File: src/rtl/crt_mask_blur_bloom_filter_core_defines.svh
// ----------------------------------------------------------------------------
// crt mask blur bloom filter - assertion macros
// shared assertion forms for the filter core
// ----------------------------------------------------------------------------
`ifndef CRT_MASK_BLUR_BLOOM_FILTER_CORE_DEFINES_SVH
`define CRT_MASK_BLUR_BLOOM_FILTER_CORE_DEFINES_SVH

// same-cycle implication
`define CMBBF_ASSERT_NOW(lbl, clk, rst_n, ante, cons, msg) \
    lbl: assert property (@(posedge clk) disable iff (!rst_n) (ante) |-> (cons)) \
        else $error(msg);

// next-cycle implication
`define CMBBF_ASSERT_NEXT(lbl, clk, rst_n, ante, cons, msg) \
    lbl: assert property (@(posedge clk) disable iff (!rst_n) (ante) |=> (cons)) \
        else $error(msg);

`endif

File: src/rtl/cmbbf_pkg.sv
// ----------------------------------------------------------------------------
// cmbbf_pkg
// types and constants shared by the crt mask, blur and bloom filter
// ----------------------------------------------------------------------------
package cmbbf_pkg;

    localparam int QUEUE_DEPTH = 4;

    // bloom divide by 15300 through a reciprocal multiply and one correction
    localparam int BLOOM_DIV = 15300;
    localparam int PROD_W    = 22;
    localparam int RECIP_W   = 11;
    localparam int DIV_SHIFT = 24;
    localparam int DIV_RECIP = (1 << DIV_SHIFT) / BLOOM_DIV;

    typedef struct packed {
        logic [7:0] r;
        logic [7:0] g;
        logic [7:0] b;
    } t_rgb;

    typedef struct packed {
        logic [7:0] red_in;
        logic [7:0] green_in;
        logic [7:0] blue_in;
        logic       row_end;
        logic       frame_start;
    } t_pix_in;

    typedef struct packed {
        logic [7:0] red_out;
        logic [7:0] green_out;
        logic [7:0] blue_out;
        logic       row_last;
    } t_pix_out;

    // one result to produce: bloom over a, c, e or plain pass of c
    typedef struct packed {
        logic bloom;
        logic last;
        t_rgb a;
        t_rgb c;
        t_rgb e;
    } t_op;

    typedef struct packed {
        logic [1:0]     cnt;
        t_op  [2:0]     slot;
    } t_job;

endpackage

File: src/rtl/cmbbf_front.sv
// ----------------------------------------------------------------------------
// cmbbf_front
// accepts pixels, applies the phosphor mask and blur, and turns each pixel
// into a job of up to three results for the back end
// ----------------------------------------------------------------------------
module cmbbf_front (
    input  logic               i_clk,
    input  logic               i_rst_n,
    input  logic               i_cfg_we,
    input  logic               i_cfg_wdata,
    input  logic               i_in_valid,
    output logic               o_in_stall,
    input  cmbbf_pkg::t_pix_in i_in_data,
    input  logic               i_q_full,
    output logic               o_q_push,
    output cmbbf_pkg::t_job    o_q_job
);

    localparam logic [1:0] FILL_EMPTY = 2'd0;
    localparam logic [1:0] FILL_ONE   = 2'd1;
    localparam logic [1:0] FILL_TWO   = 2'd2;
    localparam logic [1:0] FILL_FULL  = 2'd3;

    localparam logic [1:0] PHASE_0 = 2'd0;
    localparam logic [1:0] PHASE_1 = 2'd1;
    localparam logic [1:0] PHASE_2 = 2'd2;

    logic            r_enable, n_enable;
    logic [1:0]      r_phase, n_phase;
    logic [1:0]      r_fill, n_fill;
    cmbbf_pkg::t_rgb r_mw0, n_mw0, r_mw1, n_mw1;
    cmbbf_pkg::t_rgb r_bw0, n_bw0, r_bw1, n_bw1;

    logic            accept;
    logic [1:0]      phase_e, fill_e;
    cmbbf_pkg::t_rgb pix, m, nb;
    cmbbf_pkg::t_job job;

    function automatic cmbbf_pkg::t_rgb mask_px(cmbbf_pkg::t_rgb p, logic [1:0] ph);
        cmbbf_pkg::t_rgb q;
        q = p;
        unique case (ph)
            PHASE_0: begin
                q.g = p.g >> 1;
                q.b = p.b >> 1;
            end
            PHASE_1: begin
                q.r = p.r >> 1;
                q.b = p.b >> 1;
            end
            default: begin
                q.r = p.r >> 1;
                q.g = p.g >> 1;
            end
        endcase
        return q;
    endfunction

    function automatic logic [7:0] blur_ch(logic [7:0] a, logic [7:0] c, logic [7:0] e);
        logic [9:0] s;
        s = {2'b00, a} + {1'b0, c, 1'b0} + {2'b00, e};
        return s[9:2];
    endfunction

    function automatic cmbbf_pkg::t_rgb blur_px(cmbbf_pkg::t_rgb a, cmbbf_pkg::t_rgb c,
                                                cmbbf_pkg::t_rgb e);
        cmbbf_pkg::t_rgb q;
        q.r = blur_ch(a.r, c.r, e.r);
        q.g = blur_ch(a.g, c.g, e.g);
        q.b = blur_ch(a.b, c.b, e.b);
        return q;
    endfunction

    function automatic cmbbf_pkg::t_op op_pass(cmbbf_pkg::t_rgb p, logic last);
        cmbbf_pkg::t_op op;
        op       = '0;
        op.c     = p;
        op.last  = last;
        return op;
    endfunction

    function automatic cmbbf_pkg::t_op op_bloom(cmbbf_pkg::t_rgb a, cmbbf_pkg::t_rgb c,
                                                cmbbf_pkg::t_rgb e);
        cmbbf_pkg::t_op op;
        op       = '0;
        op.bloom = 1'b1;
        op.a     = a;
        op.c     = c;
        op.e     = e;
        return op;
    endfunction

    assign accept     = i_in_valid && !i_q_full;
    assign o_in_stall = i_q_full;

    always_comb begin
        pix     = '{r: i_in_data.red_in, g: i_in_data.green_in, b: i_in_data.blue_in};
        phase_e = i_in_data.frame_start ? PHASE_0 : r_phase;
        fill_e  = i_in_data.frame_start ? FILL_EMPTY : r_fill;
        m       = mask_px(pix, phase_e);
        nb      = blur_px(r_mw1, r_mw0, m);

        n_enable = i_cfg_we ? i_cfg_wdata : r_enable;
        n_phase  = r_phase;
        n_fill   = r_fill;
        n_mw0    = r_mw0;
        n_mw1    = r_mw1;
        n_bw0    = r_bw0;
        n_bw1    = r_bw1;
        job      = '0;

        if (accept) begin
            n_phase = phase_e;
            n_fill  = fill_e;
            if (!r_enable) begin
                job.cnt     = 2'd1;
                job.slot[0] = op_pass(pix, i_in_data.row_end);
                n_fill      = FILL_EMPTY;
            end else begin
                case (fill_e) inside
                    FILL_EMPTY: begin
                        n_mw0 = m;
                        if (i_in_data.row_end) begin
                            job.cnt     = 2'd1;
                            job.slot[0] = op_pass(m, 1'b1);
                        end else begin
                            n_fill = FILL_ONE;
                        end
                    end
                    FILL_ONE: begin
                        n_bw0 = r_mw0;
                        n_mw1 = r_mw0;
                        n_mw0 = m;
                        if (i_in_data.row_end) begin
                            job.cnt     = 2'd2;
                            job.slot[0] = op_pass(r_mw0, 1'b0);
                            job.slot[1] = op_pass(m, 1'b1);
                        end else begin
                            n_fill = FILL_TWO;
                        end
                    end
                    FILL_TWO, FILL_FULL: begin
                        job.cnt     = 2'd1;
                        job.slot[0] = (fill_e == FILL_TWO) ? op_pass(r_bw0, 1'b0)
                                                           : op_bloom(r_bw1, r_bw0, nb);
                        if (i_in_data.row_end) begin
                            job.cnt     = 2'd3;
                            job.slot[1] = op_bloom(r_bw0, nb, m);
                            job.slot[2] = op_pass(m, 1'b1);
                        end else begin
                            n_fill = FILL_FULL;
                        end
                        n_bw1 = r_bw0;
                        n_bw0 = nb;
                        n_mw1 = r_mw0;
                        n_mw0 = m;
                    end
                    default: begin
                        n_fill = FILL_EMPTY;
                    end
                endcase
            end
            if (i_in_data.row_end) begin
                n_fill  = FILL_EMPTY;
                n_phase = (phase_e == PHASE_2) ? PHASE_0 : phase_e + 2'd1;
            end
        end
    end

    assign o_q_push = accept && (job.cnt != 2'd0);
    assign o_q_job  = job;

    always_ff @(posedge i_clk) begin
        if (!i_rst_n) begin
            r_enable <= 1'b1;
            r_phase  <= PHASE_0;
            r_fill   <= FILL_EMPTY;
        end else begin
            r_enable <= n_enable;
            r_phase  <= n_phase;
            r_fill   <= n_fill;
        end
    end

    always_ff @(posedge i_clk) begin
        r_mw0 <= n_mw0;
        r_mw1 <= n_mw1;
        r_bw0 <= n_bw0;
        r_bw1 <= n_bw1;
    end

endmodule

File: src/rtl/cmbbf_queue.sv
// ----------------------------------------------------------------------------
// cmbbf_queue
// short job queue between the front end and the bloom back end
// ----------------------------------------------------------------------------
module cmbbf_queue #(
    parameter int DEPTH = cmbbf_pkg::QUEUE_DEPTH
) (
    input  logic            i_clk,
    input  logic            i_rst_n,
    input  logic            i_push,
    input  cmbbf_pkg::t_job i_job,
    output logic            o_full,
    input  logic            i_pop,
    output cmbbf_pkg::t_job o_job,
    output logic            o_empty
);

    localparam int AW = (DEPTH > 1) ? $clog2(DEPTH) : 1;
    localparam int CW = $clog2(DEPTH + 1);

    cmbbf_pkg::t_job r_mem [DEPTH];
    logic [AW-1:0]   r_wr, n_wr, r_rd, n_rd;
    logic [CW-1:0]   r_count, n_count;

    assign o_full  = (r_count == CW'(DEPTH));
    assign o_empty = (r_count == '0);
    assign o_job   = r_mem[r_rd];

    always_comb begin
        n_wr    = r_wr;
        n_rd    = r_rd;
        n_count = r_count;
        if (i_push) begin
            n_wr = (r_wr == AW'(DEPTH - 1)) ? '0 : r_wr + 1'b1;
        end
        if (i_pop) begin
            n_rd = (r_rd == AW'(DEPTH - 1)) ? '0 : r_rd + 1'b1;
        end
        if (i_push && !i_pop) begin
            n_count = r_count + 1'b1;
        end else if (!i_push && i_pop) begin
            n_count = r_count - 1'b1;
        end
    end

    always_ff @(posedge i_clk) begin
        if (!i_rst_n) begin
            r_wr    <= '0;
            r_rd    <= '0;
            r_count <= '0;
        end else begin
            r_wr    <= n_wr;
            r_rd    <= n_rd;
            r_count <= n_count;
        end
    end

    always_ff @(posedge i_clk) begin
        if (i_push) begin
            r_mem[r_wr] <= i_job;
        end
    end

endmodule

File: src/rtl/cmbbf_back.sv
// ----------------------------------------------------------------------------
// cmbbf_back
// walks the slots of each job and runs them through the bloom pipeline:
// differences and sum, product, reciprocal multiply, correction and clamp
// ----------------------------------------------------------------------------
module cmbbf_back (
    input  logic                i_clk,
    input  logic                i_rst_n,
    input  cmbbf_pkg::t_job     i_job,
    input  logic                i_q_empty,
    output logic                o_q_pop,
    output logic                o_out_valid,
    input  logic                i_out_stall,
    output cmbbf_pkg::t_pix_out o_out_data
);

    localparam int PW = cmbbf_pkg::PROD_W;
    localparam int RW = cmbbf_pkg::RECIP_W;
    localparam int SH = cmbbf_pkg::DIV_SHIFT;

    logic                advance, issue;
    logic [1:0]          r_slot;
    cmbbf_pkg::t_op      op;

    // stage a: centre, channel sum, signed neighbour difference
    logic                r_a_v, r_a_bloom, r_a_last;
    logic [2:0][7:0]     r_a_mid;
    logic [9:0]          r_a_sum;
    logic signed [10:0]  r_a_d [3];
    // stage b: magnitude of d * sum * 7
    logic                r_b_v, r_b_bloom, r_b_last;
    logic [2:0][7:0]     r_b_mid;
    logic [2:0]          r_b_neg;
    logic [PW-1:0]       r_b_p [3];
    // stage c: quotient estimate
    logic                r_c_v, r_c_bloom, r_c_last;
    logic [2:0][7:0]     r_c_mid;
    logic [2:0]          r_c_neg;
    logic [PW-1:0]       r_c_p [3];
    logic [7:0]          r_c_q0 [3];
    // output register
    logic                r_out_v;
    cmbbf_pkg::t_pix_out r_out_data;

    logic [2:0][7:0]     av, cv, ev;
    logic [8:0]          mag [3];
    logic [18:0]         prod [3];
    logic [PW+RW-1:0]    rprod [3];
    logic [PW-1:0]       qd [3], rem [3];
    logic [8:0]          q [3];
    logic signed [10:0]  v [3];
    logic [2:0][7:0]     res;

    assign advance = !r_out_v || !i_out_stall;
    assign issue   = advance && !i_q_empty;
    assign op      = i_job.slot[r_slot];
    assign o_q_pop = issue && (r_slot == i_job.cnt - 2'd1);

    always_comb begin
        av = op.a;
        cv = op.c;
        ev = op.e;
        for (int k = 0; k < 3; k++) begin
            mag[k]   = r_a_d[k][10] ? 9'(-r_a_d[k]) : r_a_d[k][8:0];
            prod[k]  = 19'(mag[k] * r_a_sum);
            rprod[k] = (PW+RW)'(r_b_p[k]) * (PW+RW)'(cmbbf_pkg::DIV_RECIP);
            qd[k]    = PW'(r_c_q0[k]) * PW'(cmbbf_pkg::BLOOM_DIV);
            rem[k]   = r_c_p[k] - qd[k];
            q[k]     = {1'b0, r_c_q0[k]} + 9'(rem[k] >= PW'(cmbbf_pkg::BLOOM_DIV));
            v[k]     = r_c_neg[k] ? $signed({3'b000, r_c_mid[k]}) - $signed({2'b00, q[k]})
                                  : $signed({3'b000, r_c_mid[k]}) + $signed({2'b00, q[k]});
            if (!r_c_bloom) begin
                res[k] = r_c_mid[k];
            end else if (v[k][10]) begin
                res[k] = 8'd0;
            end else if (v[k][9:8] != 2'b00) begin
                res[k] = 8'hFF;
            end else begin
                res[k] = v[k][7:0];
            end
        end
    end

    always_ff @(posedge i_clk) begin
        if (!i_rst_n) begin
            r_slot  <= '0;
            r_a_v   <= 1'b0;
            r_b_v   <= 1'b0;
            r_c_v   <= 1'b0;
            r_out_v <= 1'b0;
        end else if (advance) begin
            if (issue) begin
                r_slot <= o_q_pop ? 2'd0 : r_slot + 2'd1;
            end
            r_a_v   <= issue;
            r_b_v   <= r_a_v;
            r_c_v   <= r_b_v;
            r_out_v <= r_c_v;
        end
    end

    always_ff @(posedge i_clk) begin
        if (advance) begin
            r_a_bloom <= op.bloom;
            r_a_last  <= op.last;
            r_a_mid   <= cv;
            r_a_sum   <= {2'b00, cv[0]} + {2'b00, cv[1]} + {2'b00, cv[2]};
            for (int k = 0; k < 3; k++) begin
                r_a_d[k] <= $signed({3'b000, av[k]}) + $signed({3'b000, ev[k]})
                          - $signed({2'b00, cv[k], 1'b0});
            end

            r_b_bloom <= r_a_bloom;
            r_b_last  <= r_a_last;
            r_b_mid   <= r_a_mid;
            for (int k = 0; k < 3; k++) begin
                r_b_neg[k] <= r_a_d[k][10];
                // times seven as eight minus one
                r_b_p[k]   <= PW'({prod[k], 3'b000}) - PW'(prod[k]);
            end

            r_c_bloom <= r_b_bloom;
            r_c_last  <= r_b_last;
            r_c_mid   <= r_b_mid;
            r_c_neg   <= r_b_neg;
            for (int k = 0; k < 3; k++) begin
                r_c_p[k]  <= r_b_p[k];
                r_c_q0[k] <= rprod[k][SH +: 8];
            end

            r_out_data.red_out   <= res[2];
            r_out_data.green_out <= res[1];
            r_out_data.blue_out  <= res[0];
            r_out_data.row_last  <= r_c_last;
        end
    end

    assign o_out_valid = r_out_v;
    assign o_out_data  = r_out_data;

endmodule

File: src/rtl/crt_mask_blur_bloom_filter_core.sv
// ----------------------------------------------------------------------------
// crt_mask_blur_bloom_filter_core
// CRT look filter for a raster RGB stream. The front end takes one pixel per
// cycle unless stalled, applies the row-phase phosphor mask and the 1-2-1 blur,
// and queues a job of up to three results; a pixel that ends a row flushes the
// row and yields up to three results; the back end delivers one result per
// cycle unless the output stalls. The job queue (QUEUE_DEPTH entries, default
// four) absorbs these bursts; the input stalls only when it is full. After its
// job reaches the head of the queue, a result passes registered stages for
// difference and sum, product, reciprocal multiply, and correction and clamp.
// With the effect off each pixel gives one result. effect_enable resets to 1
// and is written through i_cfg_we / i_cfg_wdata.
// ----------------------------------------------------------------------------
`include "crt_mask_blur_bloom_filter_core_defines.svh"

module crt_mask_blur_bloom_filter_core #(
    parameter int QUEUE_DEPTH = cmbbf_pkg::QUEUE_DEPTH
) (
    input  logic                i_clk,
    input  logic                i_rst_n,
    input  logic                i_cfg_we,
    input  logic                i_cfg_wdata,
    input  logic                i_in_valid,
    output logic                o_in_stall,
    input  cmbbf_pkg::t_pix_in  i_in_data,
    output logic                o_out_valid,
    input  logic                i_out_stall,
    output cmbbf_pkg::t_pix_out o_out_data
);

    logic            q_push, q_pop, q_full, q_empty;
    cmbbf_pkg::t_job q_wjob, q_rjob;

    cmbbf_front u_front (
        .i_clk       (i_clk),
        .i_rst_n     (i_rst_n),
        .i_cfg_we    (i_cfg_we),
        .i_cfg_wdata (i_cfg_wdata),
        .i_in_valid  (i_in_valid),
        .o_in_stall  (o_in_stall),
        .i_in_data   (i_in_data),
        .i_q_full    (q_full),
        .o_q_push    (q_push),
        .o_q_job     (q_wjob)
    );

    cmbbf_queue #(
        .DEPTH (QUEUE_DEPTH)
    ) u_queue (
        .i_clk   (i_clk),
        .i_rst_n (i_rst_n),
        .i_push  (q_push),
        .i_job   (q_wjob),
        .o_full  (q_full),
        .i_pop   (q_pop),
        .o_job   (q_rjob),
        .o_empty (q_empty)
    );

    cmbbf_back u_back (
        .i_clk       (i_clk),
        .i_rst_n     (i_rst_n),
        .i_job       (q_rjob),
        .i_q_empty   (q_empty),
        .o_q_pop     (q_pop),
        .o_out_valid (o_out_valid),
        .i_out_stall (i_out_stall),
        .o_out_data  (o_out_data)
    );

    `CMBBF_ASSERT_NOW(a_push_not_full, i_clk, i_rst_n, q_push, !q_full, "job pushed into full queue")
    `CMBBF_ASSERT_NOW(a_pop_not_empty, i_clk, i_rst_n, q_pop, !q_empty, "job popped from empty queue")
    `CMBBF_ASSERT_NEXT(a_full_holds, i_clk, i_rst_n, q_full && !q_pop, q_full, "queue lost a job")

endmodule
File: config.mk
export PLATFORM = sky130hd
export DESIGN_NAME = crt_mask_blur_bloom_filter_core
export DESIGN_NICKNAME = d
export VERILOG_FILES = /design/src/rtl/cmbbf_pkg.sv /design/src/rtl/cmbbf_front.sv /design/src/rtl/cmbbf_queue.sv /design/src/rtl/cmbbf_back.sv /design/src/rtl/crt_mask_blur_bloom_filter_core.sv
export VERILOG_INCLUDE_DIRS = /design/src /design/src/rtl
export SDC_FILE = /design/constraint.sdc
export NUM_CORES = 2
export LEC_CHECK = 0
export ABC_CLOCK_PERIOD_IN_PS = 15300
export BUFFER_PORTS_ARGS = -buffer_cell sky130_fd_sc_hd__buf_2
export CORE_MARGIN = 8
export CORE_UTILIZATION = 35
export CTS_CLUSTER_SIZE = 30
export DETAILED_ROUTE_END_ITERATION = 12
export SLEW_MARGIN = 30
export SYNTH_ARGS = -nofsm -noshare
export SYNTH_HDL_FRONTEND = slang
export SYNTH_SLANG_ARGS = --single-unit
File: constraint.sdc
create_clock -name i_clk -period 15.3 [get_ports i_clk]
set_clock_uncertainty 0.1 [all_clocks]
set_input_delay 3.06 -clock i_clk [delete_from_list [all_inputs] [get_ports i_clk]]
set_output_delay 3.06 -clock i_clk [all_outputs]
set_load 0.01 [all_outputs]
==> results.sh <==
export IMPL_routedWlPerCell_um=17.3
export IMPL_die_area_um2=210000
export IMPL_maxCapViolCount=0
export IMPL_gp_congestion=0.843
export IMPL_die_x_um=458
export IMPL_drt_iter0_markers=2652
export IMPL_antenna_found_initial=4
export IMPL_clock_latency_ns=0.75
export IMPL_max_freq_mhz=106
export IMPL_nNetsFinal=6926
export IMPL_cp_max_fo=8
export IMPL_slowest_stage="or4_1"
export IMPL_cts_resized=0
export IMPL_vias=42500
export IMPL_syn_nets=6849
export IMPL_postCtsSetupRepairBufs=0
export IMPL_synth_seq_area_share_pct=44.2
export IMPL_drive_above_1_share_pct=8.57
export IMPL_wl_um=148000
export IMPL_cts_tree="built"
export IMPL_drc_errors=0
export IMPL_io_pins=59
export IMPL_hold_class="reg -> reg"
export IMPL_dp_hpwl_um=107000
export IMPL_rsz0062_at_grt="false"
export IMPL_fin_crit_ns=9.47
export IMPL_async_flop_share_pct=0
export IMPL_mostFrequentLayoutCell="edfxtp_1"
export IMPL_area_growth_pct=10.9
export IMPL_tns_ns=0
export IMPL_status="complete, no violations"
export IMPL_endpoint_kind="register"
export IMPL_final_cell_mix="edfxtp_1 (995), inv_1 (928), ha_1 (724), nor2_1 (376), fa_1 (336)"
export IMPL_clock_sinks=1015
export IMPL_fin_util_pct=39.0
export IMPL_start_util_pct=35.2
export IMPL_numCtsBuffers=109
export IMPL_cpPeakStageDelay_ns=0.58
export IMPL_setup_viol=0
export IMPL_fillCellCount=18500
export IMPL_clk_pin_slew_ns=0.06
export IMPL_max_slew_margin_pct=29.4
export IMPL_critPathArrivalTime_ns=9.88
export IMPL_cp_start_kind="register"
export IMPL_ys_warn_count=0
export IMPL_viasPerCell=4.97
export IMPL_crit_type="reg -> reg"
export IMPL_coreArea_um2=195000
export IMPL_synth_avg_cell_area_um2=11.9
export IMPL_netlist_instances=5757
export IMPL_ys_seq_elements=1015
export IMPL_worst_pin_slew_ns=1.06
export IMPL_port_buffer_count=58
export IMPL_clock_path_buffers=3
export IMPL_slew_viol_final=0
export IMPL_syn_area_um2=68500
export IMPL_grt_max_degree=151
export IMPL_grt_overflow_total=0
export IMPL_ys_flop_type="edfxtp_1"
export IMPL_grt_pass1_vias=43600
export IMPL_synth_edf_count=995
export IMPL_cpMostUsedCell="o21ai_0"
export IMPL_first_pass_iters=5
export IMPL_grt_first_pass_wirelength_um=238000
export IMPL_register_area_um2=30300
export IMPL_multi_input_area_um2=34200
export IMPL_cts_hold_buf=0
export IMPL_antenna_cells=0
export IMPL_detail_route_antenna_nets=0
export IMPL_dieHeight_um=458
export IMPL_fin_crit_sh_pct=61.9
export IMPL_finalHoldViolCount=0
export IMPL_crit_required_ns=15.71
export IMPL_cts_root_buf="clkbuf_16"
export IMPL_core_rowCount=162
export IMPL_synthDistinctLibCells=86
export IMPL_cts_htree_levels=3
export IMPL_grt_usage_pct=13.9
==> sequential cells by signal, indices dropped and copies added, names as in the netlist, 25 cells and up, named ones only <==
register           cells
u_queue.r_mem        600
u_back.r_b_p          66
u_back.r_c_p          60
u_back.r_a_d          30
u_back.o_out_data     25
==> worst paths after layout <==
kind / startpoint / to / slack (ns) / cells past startpoint
worst min register to register: u_back.r_b_mid[13] / u_back.r_c_mid[13] / 0.31 / 0
worst max-delay path: u_back.r_c_q0[0][18] / u_back.o_out_data[19] / 5.83 / 36
worst min-delay path: u_back.r_b_mid[13] / u_back.r_c_mid[13] / 0.31 / 0
worst max register to register: u_back.r_c_q0[0][18] / u_back.o_out_data[19] / 5.83 / 36
==> per-stage QoR <==
stage               cell area, µm²  setup slack, ns  hold slack (ns)  std cells
floorplan                    68500             3.91            0.300       5757
global placement             72000             6.14            0.301       8344
detailed placement           72000             5.96            0.305       8344
CTS                          75800             5.87            0.315       8549
global route                 75900             5.01            0.319       8552
finish                       75900             5.83            0.312       8552
==> kinds of logic (layout without fill, tap and decap cells) <==
| kind of cell | after synthesis | count (layout) | synth area share [%] |
|---|---|---|---|
| adder cells (fa/ha/maj) | 1060 | 1060 | 23.0 |
| AO/OA/AOI/OAI | 839 | 839 | 8.04 |
| XOR/XNOR | 314 | 314 | 4.04 |
| multiplexers | 259 | 259 | 6.56 |
| flip-flops | 1015 | 1015 | 44.2 |
| buffers and inverters | 1079 | 1250 | 5.93 |
| AND/OR/NAND/NOR | 1191 | 1191 | 8.17 |
==> synth_stat cells, types with 68 or more instances <==
master	number	area, µm²
a21o_1	76	571
a21oi_1	273	1370
and2_1	99	619
and3_1	73	457
clkbuf_1	118	443
edfxtp_1	995	29900
fa_1	336	6730
ha_1	724	9060
inv_1	930	3490
mux2i_1	88	881
mux4_2	150	3380
nand2_1	329	1230
nor2_1	379	1420
nor3_1	68	340
o21ai_0	146	731
xnor2_1	211	1850
xor2_1	102	893
==> layout make-up <==
cell class,count,area share (%)
multi-input cells,3663,45.1
flip-flops and latches,1015,39.9
inverters,930,4.60
well taps,2624,4.32
clock buffers,129,3.73
clock inverters,76,1.30
repair buffers,115,1.07
==> worst max-delay path, delay by kind of cell (launching register included) <==
kind,cells,cell delay [ns]
xor+xnor,3,0.76
buf+inv,2,0.17
fa+ha+maj,9,3.55
flops,1,0.56
compound gates,16,2.77
simple gates,5,1.15
mux,1,0.20
==> per-layer routing <==
metal | track usage (%) | routed length (µm)
met5 | 0 | 0
met4 | 2.88 | 2480
met3 | 1.86 | 7330
met2 | 22.9 | 68000
met1 | 19.6 | 70300
Power is left out: the tool's default activity adds up to more than one toggle a clock period on the data nets, which glitch-free logic cannot reach.
